## src/rtl/tcw_pkg.sv

```systemverilog
`timescale 1ns / 1ps
// ----------------------------------------------------------------------------
// tcw_pkg
// shared types and constants of the text console writer
// ----------------------------------------------------------------------------
package tcw_pkg;

	localparam int DEF_COLUMNS = 80;
	localparam int DEF_ROWS    = 25;

	// fixed widths of the item fields
	localparam int POS_W  = 11;
	localparam int CELL_W = 16;

	localparam logic [7:0]        NEWLINE_CODE = 8'd10;
	localparam logic [CELL_W-1:0] BLANK_RESET  = 16'h0F00;

	localparam logic MODE_PUT  = 1'b0;
	localparam logic MODE_READ = 1'b1;

	typedef struct packed {
		logic             mode;
		logic [7:0]       char_code;
		logic [7:0]       attribute;
		logic [POS_W-1:0] cell_index;
	} cmd_t;

	typedef struct packed {
		logic [CELL_W-1:0] cell_value;
		logic [POS_W-1:0]  cursor_position;
		logic              scrolled;
	} result_t;

	typedef enum logic [1:0] {
		ST_CLEAR,
		ST_IDLE,
		ST_COPY,
		ST_FILL
	} state_t;

	// status and memory strobes from the sequencer
	typedef struct packed {
		logic busy;
		logic wr_en;
		logic rd_en;
	} seq_status_t;

endpackage

```

## src/rtl/tcw_seq.sv

```systemverilog
`timescale 1ns / 1ps
// ----------------------------------------------------------------------------
// tcw_seq
// memory sweeps: clearing pass after reset, row copy and bottom-row fill
// ----------------------------------------------------------------------------
module tcw_seq #(
	parameter int COLUMNS = tcw_pkg::DEF_COLUMNS,
	parameter int ROWS    = tcw_pkg::DEF_ROWS
) (
	input  logic                                       clk,
	input  logic                                       arst_n,
	input  logic                                       scroll_start,
	input  logic [tcw_pkg::CELL_W-1:0]                 blank_cell,
	input  logic [tcw_pkg::CELL_W-1:0]                 rd_data,
	output tcw_pkg::seq_status_t                       status,
	output logic [$clog2(ROWS*COLUMNS)-1:0]            wr_addr,
	output logic [tcw_pkg::CELL_W-1:0]                 wr_data,
	output logic [$clog2(ROWS*COLUMNS)-1:0]            rd_addr
);

	localparam int CELL_COUNT = ROWS * COLUMNS;
	localparam int COPY_COUNT = (ROWS - 1) * COLUMNS;
	localparam int ADDR_W     = $clog2(CELL_COUNT);

	tcw_pkg::state_t   state_q, state_d;
	logic [ADDR_W-1:0] cnt_q, cnt_d;

	always_ff @(posedge clk or negedge arst_n) begin
		if (!arst_n) begin
			state_q <= tcw_pkg::ST_CLEAR;
			cnt_q   <= '0;
		end else begin
			state_q <= state_d;
			cnt_q   <= cnt_d;
		end
	end

	always_comb begin
		state_d      = state_q;
		cnt_d        = cnt_q;
		status.busy  = 1'b1;
		status.wr_en = 1'b0;
		status.rd_en = 1'b0;
		wr_addr      = cnt_q;
		wr_data      = blank_cell;
		rd_addr      = ADDR_W'(cnt_q + ADDR_W'(COLUMNS));
		case (state_q)
			tcw_pkg::ST_CLEAR: begin
				status.wr_en = 1'b1;
				wr_data      = tcw_pkg::BLANK_RESET;
				if (cnt_q == ADDR_W'(CELL_COUNT - 1)) begin
					state_d = tcw_pkg::ST_IDLE;
					cnt_d   = '0;
				end else begin
					cnt_d = cnt_q + 1'b1;
				end
			end
			tcw_pkg::ST_IDLE: begin
				status.busy = 1'b0;
				if (scroll_start) begin
					state_d = tcw_pkg::ST_COPY;
					cnt_d   = '0;
				end
			end
			tcw_pkg::ST_COPY: begin
				// read one row below, write the cell read in the cycle before
				status.rd_en = (cnt_q != ADDR_W'(COPY_COUNT));
				status.wr_en = (cnt_q != '0);
				wr_addr      = cnt_q - 1'b1;
				wr_data      = rd_data;
				if (cnt_q == ADDR_W'(COPY_COUNT)) begin
					state_d = tcw_pkg::ST_FILL;
				end else begin
					cnt_d = cnt_q + 1'b1;
				end
			end
			tcw_pkg::ST_FILL: begin
				status.wr_en = 1'b1;
				if (cnt_q == ADDR_W'(CELL_COUNT - 1)) begin
					state_d = tcw_pkg::ST_IDLE;
					cnt_d   = '0;
				end else begin
					cnt_d = cnt_q + 1'b1;
				end
			end
			default: begin
				state_d = tcw_pkg::ST_IDLE;
				cnt_d   = '0;
			end
		endcase
	end

endmodule

```

## config.mk

```make
export PLATFORM = sky130hd
export DESIGN_NAME = tcw_seq
export DESIGN_NICKNAME = d
export VERILOG_FILES = /design/src/rtl/tcw_pkg.sv /design/src/rtl/tcw_seq.sv
export SDC_FILE = /design/constraint.sdc
export NUM_CORES = 1
export LEC_CHECK = 0
export BUFFER_PORTS_ARGS = -buffer_cell sky130_fd_sc_hd__buf_4
export CORE_UTILIZATION = 46
export DETAILED_ROUTE_END_ITERATION = 12
export PLACE_DENSITY = 0.92
export SYNTH_ARGS = -nofsm -noshare
export SYNTH_HDL_FRONTEND = slang
export SYNTH_SLANG_ARGS = --single-unit
```

## constraint.sdc

```tcl
create_clock -name clk -period 2.5 [get_ports clk]
set_input_delay 0.5 -clock clk [delete_from_list [all_inputs] [get_ports clk]]
set_output_delay 0.5 -clock clk [all_outputs]
set_load 0.05 [all_outputs]
```

=== Yosys cells after proc, flatten, opt, wreduce, memory -nomap -nowiden ===
Cells that the tools add are included.

* Register bits: 13
* Input bits: 35
* Output and inout port bits: 41
* Word-level logic and storage cells: 33

* Add/sub/neg operators: 3
* Equality and inequality tests: 10
* Muxes and demuxes: 13
* Reductions and logical operators: 5

{| class="wikitable"
|+ Operators by type and width
! operator !! number
|-
| $mux W11 || 4
|-
| $pmux W11 S3 || 1
|-
| $pmux W16 S2 || 1
|-
| $eq A11 B11 Y1 const B || 2
|-
| $add A11 B1 Y11 const B || 1
|-
| $add A11 B7 Y11 const B || 1
|-
| $ne A11 B11 Y1 const B || 1
|-
| $reduce_bool A11 Y1 || 1
|-
| $sub A11 B1 Y11 const B || 1
|-
| $mux W2 || 3
|-
| $ne A2 B2 Y1 const B || 3
|-
| $pmux W2 S3 || 1
|-
| $eq A2 B2 Y1 const B || 2
|-
| $reduce_and A3 Y1 || 1
|-
| $eq A2 B1 Y1 const B || 1
|-
| $logic_not A2 Y1 || 1
|-
| $mux W1 || 2
|-
| $ne A2 B1 Y1 const B || 1
|-
| $pmux W1 S2 || 1
|-
| $reduce_and A2 Y1 || 1
|-
| $reduce_or A2 Y1 || 1
|}

=== Longest topological paths before layout ===
Gate-level depths: netlist of run 1.

* Word-level depth: 4
* Gate-level depth with buffers: 6
* Depth with buffers taken out: 6

=== Worst setup path after synthesis of run 1 ===
OpenSTA, ideal clock, no wires.

* Path type: reg-to-output
* Start: register state_q[0]
* End: output wr_addr[10]
* Data arrival time: 2456 ps
* Required time: 2000 ps
* Path slack: -456 ps
* Cell stages (with the launch flop): 7
* Path buffers: 0
* Cell sequence: dfrtp_1 inv_1 ha_1 nor3b_1 nand3_1 nor4b_1 xor2_1

* Cells in the longest elaborated chain, start to end: 2

{| class="wikitable"
|+ Ends and longest elaborated chain
! element !! RTL line !! text
|-
| start, declared || tcw_seq.sv:25 || <nowiki>tcw_pkg::state_t state_q, state_d;</nowiki>
|-
| start signal, assigned || tcw_seq.sv:30 || <nowiki>state_q <= tcw_pkg::ST_CLEAR;</nowiki>
|-
| start signal, assigned || tcw_seq.sv:33 || <nowiki>state_q <= state_d;</nowiki>
|-
| $eq A2 B2 Y1 || tcw_seq.sv:47 || <nowiki>case (state_q)</nowiki>
|-
| $mux W11 || tcw_seq.sv:47 ||
|-
| end, declared || tcw_seq.sv:16 || <nowiki>output logic [$clog2(ROWS*COLUMNS)-1:0] wr_addr,</nowiki>
|}

No other way between the ends.

=== Worst setup path in the final report of run 1 ===
Same ends and word-level chain as after synthesis.

==> results of run 1 <==
-- cell usage in the layout (no fill, tap or decap), types with 2 or more instances in the layout --
master	count
nor4_1	2
xnor2_2	3
nand3b_1	2
nand3_1	4
buf_6	4
a22o_1	11
and2_1	4
inv_1	7
a22o_2	2
nor3_1	9
or3_1	2
buf_4	88
xor2_1	3
dfrtp_1	11
clkbuf_4	3
nor2b_1	2
a211o_1	4
nor2_1	9
ha_1	10
nand2b_1	2
a21oi_1	5
dfrtp_2	2
nand4_1	3
o21ai_0	5
nor4_4	2
nand2_1	16
inv_2	2
xor2_2	4
mux2i_1	2
o21ai_1	2
xnor2_1	5
a221o_1	4
-- flip-flops by register name, summed over array words and instances (netlist names) --
signal	cells
state_q	2
cnt_q	11
-- cell families (layout without fill, tap and decap cells) --
| kind of cell | Yosys count | count (layout) | synth area share (%) |
|---|---|---|---|
| buf+inv | 24 | 107 | 9.65 |
| flops | 13 | 13 | 22.0 |
| xor+xnor | 15 | 15 | 8.89 |
| compound gates | 42 | 42 | 23.9 |
| simple gates | 69 | 69 | 24.9 |
| mux | 2 | 2 | 1.35 |
| fa+ha+maj | 11 | 11 | 9.31 |
-- power by group --
group          internal (mW)  total [mW]  switching (mW)
clock network         0.0623       0.142          0.0800
logic                  0.876        2.54            1.66
registers              0.269       0.352          0.0823
total                   1.21        3.03            1.82
-- metal layers --
layer	vias up	global-route usage [%]
met4	0	12.6
met5	-	0
li1	808	-
met1	822	33.5
met3	11	5.49
met2	99	47.9
-- how the worst max path moves through the flow --
stage                        to  slack, ns  cells after the start
floorplan           wr_addr[10]      -0.11                      6
global placement    wr_addr[10]       0.18                      7
detailed placement   wr_addr[3]       0.12                      7
CTS                  wr_addr[9]      -0.02                      8
global route        wr_addr[10]      -0.15                      7
finish              wr_addr[10]      -0.04                      7
-- through the flow --
| stage | utilization, % | cells |
|---|---|---|
| after global routing | 76.7 | 303 |
| final | 76.7 | 303 |
| after global placement | 70.2 | 293 |
| after detailed placement | 70.2 | 293 |
| after floorplan | - | 176 |
| after CTS | 75.3 | 301 |
-- layout make-up --
cell class / instances / area, sq um / area share, %
well taps: 44 / 55.1 / 2.35
inverters: 10 / 37.5 / 1.60
repair buffers: 93 / 721 / 30.8
clock buffers: 4 / 26.3 / 1.12
flip-flops and latches: 13 / 328 / 14.0
multi-input cells: 139 / 1170 / 50.2
-- repair_timing --
action	4_1_cts	5_1_grt
setup buffers	4	2
cloned	0	0
hold endpoints to repair	0	0
gates resized for setup	18	10
setup endpoints to repair	16	21
hold buffers	0	0
pin swaps	5	5
==> metrics, run 1 <==
status=finished with violations; failing checks=negative setup slack; Finished Cell Area=0.00234 sq mm; largest net degree at the start of global routing=26; r2r setup slk=0.28 ns; largest area contributor in the netlist=dfrtp_1; minimum clock period=2.54 ns; total power=3.03 mW; cell area after synthesis=0.00148 sq mm; clk slew on worst S/H paths=0.08 ns; max-cap viol count=0; WP data required=2.00 ns; number of H-tree levels=1; r2r endpoint=cnt_q[9]; Peak Freq=394 MHz; Critical R2R Launch=state_q[0]; sequential area share after synthesis=22.0%; Syn Inst Count=176; Fin. Hold Viols=0; Syn Area/Cell=8.40 sq um; crit path max fanout=3; CTS Sinks=13; worst vdd ir=1.00 mV; met3 wire len=459 um; fin nets=306; Slew headroom=67.2%; Final Setup Violations=3; remaining antenna violation count after routing=0; uppermost layer routed=met4; Seq cells post-synth=13; met1 WL=1800 um; HPWL after detailed placement=3380 um; Setup TNS=-0.0587 ns; crit path launch type=flop; PD cells=1290 mW/mm^2; cells along the critical path=inv_2, ha_4, nor3b_4, nand3_2, nor4b_4, xor2_2, buf_6; first-pass GRT wire length=7220 um; number of global-route vias before repair=1,593; CP max stage delay=0.40 ns; Worst EP arrival=2.04 ns; GRT overflow=0; # port buffers=75; synth unique cells=44; total track usage=27.8%; Yosys warning count=0; Initial Util=48.4%; CTS Buffer Depth=2; Chip Height=58.7 um; crit path from=state_q[0]; Synth top cells by count=nand2_1 (17), dfrtp_1 (13), a22o_1 (11), ha_1 (11), nor2_1 (11); Worst-Margin Slew=0.492 ns; Setup crit end kind=output pin; DR DRC count=0; Rows=20; Placement Setup Slack=0.119 ns; Vias=1,740; Inserted Clock Buffers=3; first drt pass iteration count=4; TritonCTS clock tree=yes; routability cong.=0.884; Layout area overhead=58.5%; WL final=4740 um; Setup Crit Path Kind=reg2out; DR iter-0 viols=66; Layout Skew=0.00297 ns; max-slew violation count=0; Layout fillers=211; Reg2Reg Depth=7; Async SR Flop Fraction=100%; hold_ws=0.0305 ns; Root Buffer Master=clkbuf_4; delay-heaviest family, CP=simple AND/OR/NAND/NOR gates; most common cell in the synthesized netlist=nand2_1; core box area=0.00305 sq mm; syn nets=222; ranking of synthesized cells by area=dfrtp_1 (22%), ha_1 (9.3%), a22o_1 (6.5%); Via density=5.74; crit share post-route=101%; Worst Path Buf+Inv=2; WL per Instance=15.6 um; overall die area=0.00344 sq mm; top_reg_cell synth=dfrtp_1; Leakage=1.21 nW; HP Class=in2async; diode count=0; fraction of final layout cells with drive strength greater than 1=49.4%; initial antenna violation count=0; RSZ-0062 raised after global routing=yes; routed wl met2=2360 um; share of the synthesized area in the top cell type=22.0%; Crit-path slowest cell=dfrtp_1; placed cell areas=0.00214 sq mm; Post-synth EDFFs=0; PnR worst setup slack=-0.0350 ns; Die Wd=58.7 um; io pins=76; Clk Latency, worst-skew pair=0.30 ns
No activity file was read; power rests on OpenSTA's default activity.
==> inputs of run 2 (changes only) <==
==> constraint.sdc (replaced) <==
create_clock -name clk -period 2.5 [get_ports clk]
set_input_delay 0.375 -clock clk [delete_from_list [all_inputs] [get_ports clk]]
set_output_delay 0.375 -clock clk [all_outputs]
set_load 0.05 [all_outputs]
==> run 2 against run 1 <==
Net effect:
- the run now ends clean
- critical path depth rose by 1
- sequential power fell by 2%
- clock-buffer cell count did not move
- maximum frequency increased by 4.4%
- utilization is 3.0 points lower
==> metrics, run 2 (same netlist as run 1, synthesis figures left out) <==
total power=2.97 mW; sequential share of power=11.6%; Slew headroom=67.7%; Die Wd=58.7 um; combinational power share=83.7%; minimum clock period=2.43 ns; Setup crit end kind=output pin; remaining antenna violation count after routing=0; Peak Freq=412 MHz; Fin. Hold Viols=0; max-cap viol count=0; CP max stage delay=0.40 ns; Placed Cells=293; Via density=5.63; Clk Latency, worst-skew pair=0.29 ns; # port buffers=75; largest net degree at the start of global routing=26; Initial Util=48.4%; Worst Path Buf+Inv=3; clock network power share=4.7%; final core occ=73.8%; GRT overflow=0; crit share post-route=97.1%; hold_ws=0.457 ns; HP Class=in2async; Net Switching=1.79 mW; met1 WL=1740 um; Layout area overhead=52.4%; crit path launch type=flop; DR DRC count=0; io pins=76; WL per Instance=15.1 um; routed wl met2=2240 um; PD cells=1320 mW/mm^2; status=complete, no violations; Worst-Margin Slew=0.484 ns; CTS Buffer Depth=2; first-pass GRT wire length=6780 um; overall die area=0.00344 sq mm; Chip Height=58.7 um; most frequent cells in the layout=buf_4 (86), nand2_1 (17), dfrtp_1 (12); most common cell after layout, fill and taps aside=buf_4; cells along the critical path=inv_2, ha_4, nor3b_2, buf_4, nand3_4, nor4_4, xor2_2, buf_6; Final Non-Filler Cells=300; DR iter-0 viols=72; TritonCTS clock tree=yes; first drt pass iteration count=6; core box area=0.00305 sq mm; Inserted Clock Buffers=3; initial antenna violation count=0; Setup Crit Path Kind=reg2out; WL final=4530 um; Layout Skew=0.0119 ns; diode count=0; Rows=20; Final Setup Violations=0; met3 wire len=438 um; Worst EP arrival=2.05 ns; crit path max fanout=5; number of global-route vias before repair=1,513; HPWL after detailed placement=3350 um; total track usage=26.6%; Layout fillers=246; uppermost layer routed=met4; Net Sw Frac=60.2%; routability cong.=0.845; fin nets=303; delay-heaviest family, CP=simple AND/OR/NAND/NOR gates; Leakage=1.16 nW; Root Buffer Master=clkbuf_4; Crit-path slowest cell=dfrtp_1; CTS Sinks=13; WP data required=2.12 ns; fraction of final layout cells with drive strength greater than 1=44.9%; largest reg by FF count=cnt_q; biggest registers after layout=cnt_q: 11 flops, state_q: 2 flops; internal power=1.18 mW; clk slew on worst S/H paths=0.09 ns; number of H-tree levels=1; Vias=1,690; max reg flops=11; max-slew violation count=0; worst vdd ir=1.05 mV
## run 2: what timing repair did
item,CTS,global route
endpoints found under the hold margin,13,0
hold buffers,1,0
setup endpoints to repair,3,7
setup buffers,0,2
pin swaps,1,1
resized for setup,6,10
## run 2: per-stage QoR
stage | area (sq um) | TNS [ns] | setup WS (ns)
floorplan | 1510 | 0 | 0.0558
global placement | 2110 | 0 | 0.302
detailed placement | 2110 | 0 | 0.161
CTS | 2190 | -0.0382 | -0.0194
global route | 2250 | -0.0702 | -0.0325
finish | 2250 | 0 | 0.0717
## run 2: power groups by stage
| stage | sequential [mW] | clock, mW | combinational [mW] |
|---|---|---|---|
| 2_1_floorplan | 0.332 | 0 | 1.77 |
| 3_3_place_gp | 0.341 | 0 | 2.35 |
| 3_5_place_dp | 0.342 | 0 | 2.38 |
| 4_1_cts | 0.340 | 0.138 | 2.41 |
| 5_1_grt | 0.354 | 0.151 | 2.62 |
| 6_report | 0.344 | 0.138 | 2.49 |
## run 2: metal layers
layer / track usage, % / vias up
met5: 0 / -
met4: 14.3 / 0
met3: 5.49 / 12
met2: 45.8 / 86
met1: 30.9 / 794
li1: - / 798
## run 2: area by class of cell
cell class              count  area [sq um]  share of cell area [%]
well taps                  44          55.1                    2.44
multi-input cells         139          1120                    49.6
repair buffers             90           689                    30.6
clock buffers               4          26.3                    1.17
flip-flops and latches     13           327                    14.5
inverters                  10          37.5                    1.67
## run 2: path summary, 6_finish.rpt
check	start	end	slack (ns)	cells past startpoint
setup reg to reg	state_q[0]	cnt_q[8]	0.30	8
hold reg to reg	state_q[1]	state_q[1]	0.60	1
hold / removal	arst_n	cnt_q[0]	0.46	2
setup / recovery	state_q[0]	wr_addr[9]	0.07	8
min in group clk	scroll_start	state_q[1]	0.54	3
max in group asynchronous	arst_n	cnt_q[4]	1.85	2
==> inputs of run 3 (changes only) <==
Settings changed: ABC_AREA set to 1, CORE_UTILIZATION 46 to 47.
==> run 3 against run 2 <==
Net effect:
- global-route usage decreased by 3.3 points
- first-iteration DRC count increased by 43%
- sequential share of layout area increased by 0.29 points
- critical path type unchanged
- synthesized cell count is 45% higher
- worst hold slack better by 0.033 ns
- largest power group is now sequential cells
==> metrics, run 3 <==
Leakage=1.20 nW; number of H-tree levels=1; biggest registers after layout=cnt_q: 11 flops, state_q: 2 flops; GR Util met1=28.2%; largest area contributor in the netlist=dfrtp_1; most common cell in the synthesized netlist=nand2_1; TritonCTS clock tree=yes; fin nets=373; Fin. Hold Viols=0; Setup Crit Path Kind=reg2out; crit path max fanout=12; met3 Resource Use GR=2.13%; Via density=4.94; top_reg_cell synth=dfrtp_1; overall die area=0.00369 sq mm; Chip Height=60.7 um; Syn Inst Count=256; ranking of synthesized cells by area=dfrtp_1 (20%), nand2_1 (16%), inv_1 (10%); initial antenna violation count=0; DR DRC count=0; Net Sw Frac=19.9%; Setup TNS=0 ns; Clk Latency, worst-skew pair=0.27 ns; sequential area share after synthesis=20.1%; Rows=20; status=complete, no violations; Die Wd=60.7 um; Syn Area/Cell=6.33 sq um; Final Setup Violations=0; Critical Path Most Common Cell=buf_4; minimum clock period=2.33 ns; first drt pass iteration count=4; hold_ws=0.491 ns; io pins=76; syn nets=302; Crit-path slowest cell=dfrtp_1; combinational power share=13.2%; Vias=1,829; Peak Freq=428 MHz; CTS Buffer Depth=2; remaining antenna violation count after routing=0; HP Class=in2async; GR Util met2=42.7%; RSZ-0062 raised after global routing=no; first-pass GRT wire length=6440 um; CP max stage delay=0.40 ns; Reg2Reg Depth=10; area taken by multi-input logic gates=0.00102 sq mm; share of the synthesized area in the top cell type=20.1%; Yosys warning count=0; crit path launch type=flop; Async SR Flop Fraction=100%; routability cong.=0.946; number of global-route vias before repair=1,573; clock network power share=32.1%; largest net degree at the start of global routing=14; Worst EP arrival=1.96 ns; most frequent cells in the layout=buf_4 (77), nand2_1 (69), inv_1 (43); Sequential cell area=325 sq um; Initial Util=51.4%; placed cell areas=0.00216 sq mm; total power=384 uW; Layout area overhead=35.6%; WP data required=2.12 ns; synth unique cells=28; Layout Skew=0.00693 ns; most common cell after layout, fill and taps aside=buf_4; WL final=4380 um; Final Non-Filler Cells=370; Synth top cells by count=nand2_1 (69), inv_1 (43), o21ai_0 (19); Net Switching=76.3 uW; Root Buffer Master=clkbuf_4; largest reg by FF count=cnt_q; PD cells=175 mW/mm^2; GRT overflow=0; Inserted Clock Buffers=3; diode count=0; crit share post-route=93.4%; worst vdd ir=0.178 mV; Post-synth EDFFs=0; clk slew on worst S/H paths=0.07 ns; cell area after synthesis=0.00162 sq mm; sequential share of power=54.7%; CTS Sinks=13; HPWL after detailed placement=3570 um; core box area=0.00315 sq mm; Finished Cell Area=0.00220 sq mm; max-slew violation count=0; Layout fillers=261; cells along the critical path=inv_1, ha_1, buf_4, or2_2, o21ai_0, buf_4; max reg flops=11; Worst-Margin Slew=0.311 ns; Setup crit end kind=output pin; internal power=308 uW; DR iter-0 viols=103; Slew headroom=79.0%; WL per Instance=11.8 um; GRT busiest layer=met2; total track usage=23.3%; max-cap viol count=0; Seq cells post-synth=13; # port buffers=75; Placed Cells=365; fraction of final layout cells with drive strength greater than 1=31.6%
## run 3: cell count changes in the layout (fill, tap and decap cells not counted), moves of 5 or more
cell	change
a22o_1	-11
buf_4	-9
inv_1	+35
nand2_1	+52
nand3_1	+13
nand4_1	+5
o21ai_0	+13
xnor2_1	-6
xor2_1	+8
## run 3: layout make-up
class / instances / share of cell area (%)
timing repair buffer: 78 / 26.7
tap: 44 / 2.50
clock buffer: 4 / 1.19
inverter: 48 / 8.30
multi-input combinational: 183 / 46.5
sequential: 13 / 14.8
## run 3: path summary, 6_finish.rpt
path	slack, ns	start	to
max reg2reg	0.58	cnt_q[4]	cnt_q[10]
min reg2reg	0.57	state_q[1]	state_q[1]
min	0.49	arst_n	cnt_q[10]
max in group asynchronous	1.85	arst_n	state_q[0]
min in group clk	0.57	state_q[1]	state_q[1]
max	0.17	state_q[0]	wr_data[4]
## run 3: logic make-up (layout without fill, tap and decap cells)
family / after synthesis / in the layout / share of synthesized area (%)
AND/OR/NAND/NOR: 129 / 129 / 37.9
buffers and inverters: 60 / 130 / 16.9
flip-flops: 13 / 13 / 20.1
adder cells (fa/ha/maj): 11 / 11 / 8.49
XOR/XNOR: 14 / 14 / 7.56
AO/OA/AOI/OAI: 29 / 29 / 9.10
## run 3: per-layer routing
metal  wire length (um)  vias up
met1               1820      815
met3                385        7
met4                 59        0
met2               2120       76
li1                   -      931
met5                  0        -
## run 3: power groups by stage
stage          logic (mW)  clock network [mW]  registers [mW]
2_1_floorplan     0.00439                   0           0.214
3_3_place_gp       0.0496                   0           0.214
3_5_place_dp       0.0503                   0           0.214
4_1_cts            0.0516               0.129           0.210
5_1_grt            0.0557               0.143           0.210
6_report           0.0509               0.123           0.210
## run 3: worst max-delay path: cells and delay by family, from the launching register on
family | cells | cell delay (ns)
flip-flops | 1 | 0.40
AND/OR/NAND/NOR | 1 | 0.36
buffers and inverters | 3 | 0.48
AO/OA/AOI/OAI | 1 | 0.22
adder cells (fa/ha/maj) | 1 | 0.22
## run 3: metrics by stage
stage          utilization, %  setup slack (ns)
3_3_place_gp             68.6             0.520
6_report                 69.8             0.166
4_1_cts                  69.8             0.157
5_1_grt                  69.8           0.00592
3_5_place_dp             68.6             0.463
2_1_floorplan               -            -0.144
## run 3: repair_timing
action	in CTS	in global routing
hold endpoints to repair	13	0
setup buffers	0	0
gates resized for setup	0	0
hold buffers	1	0
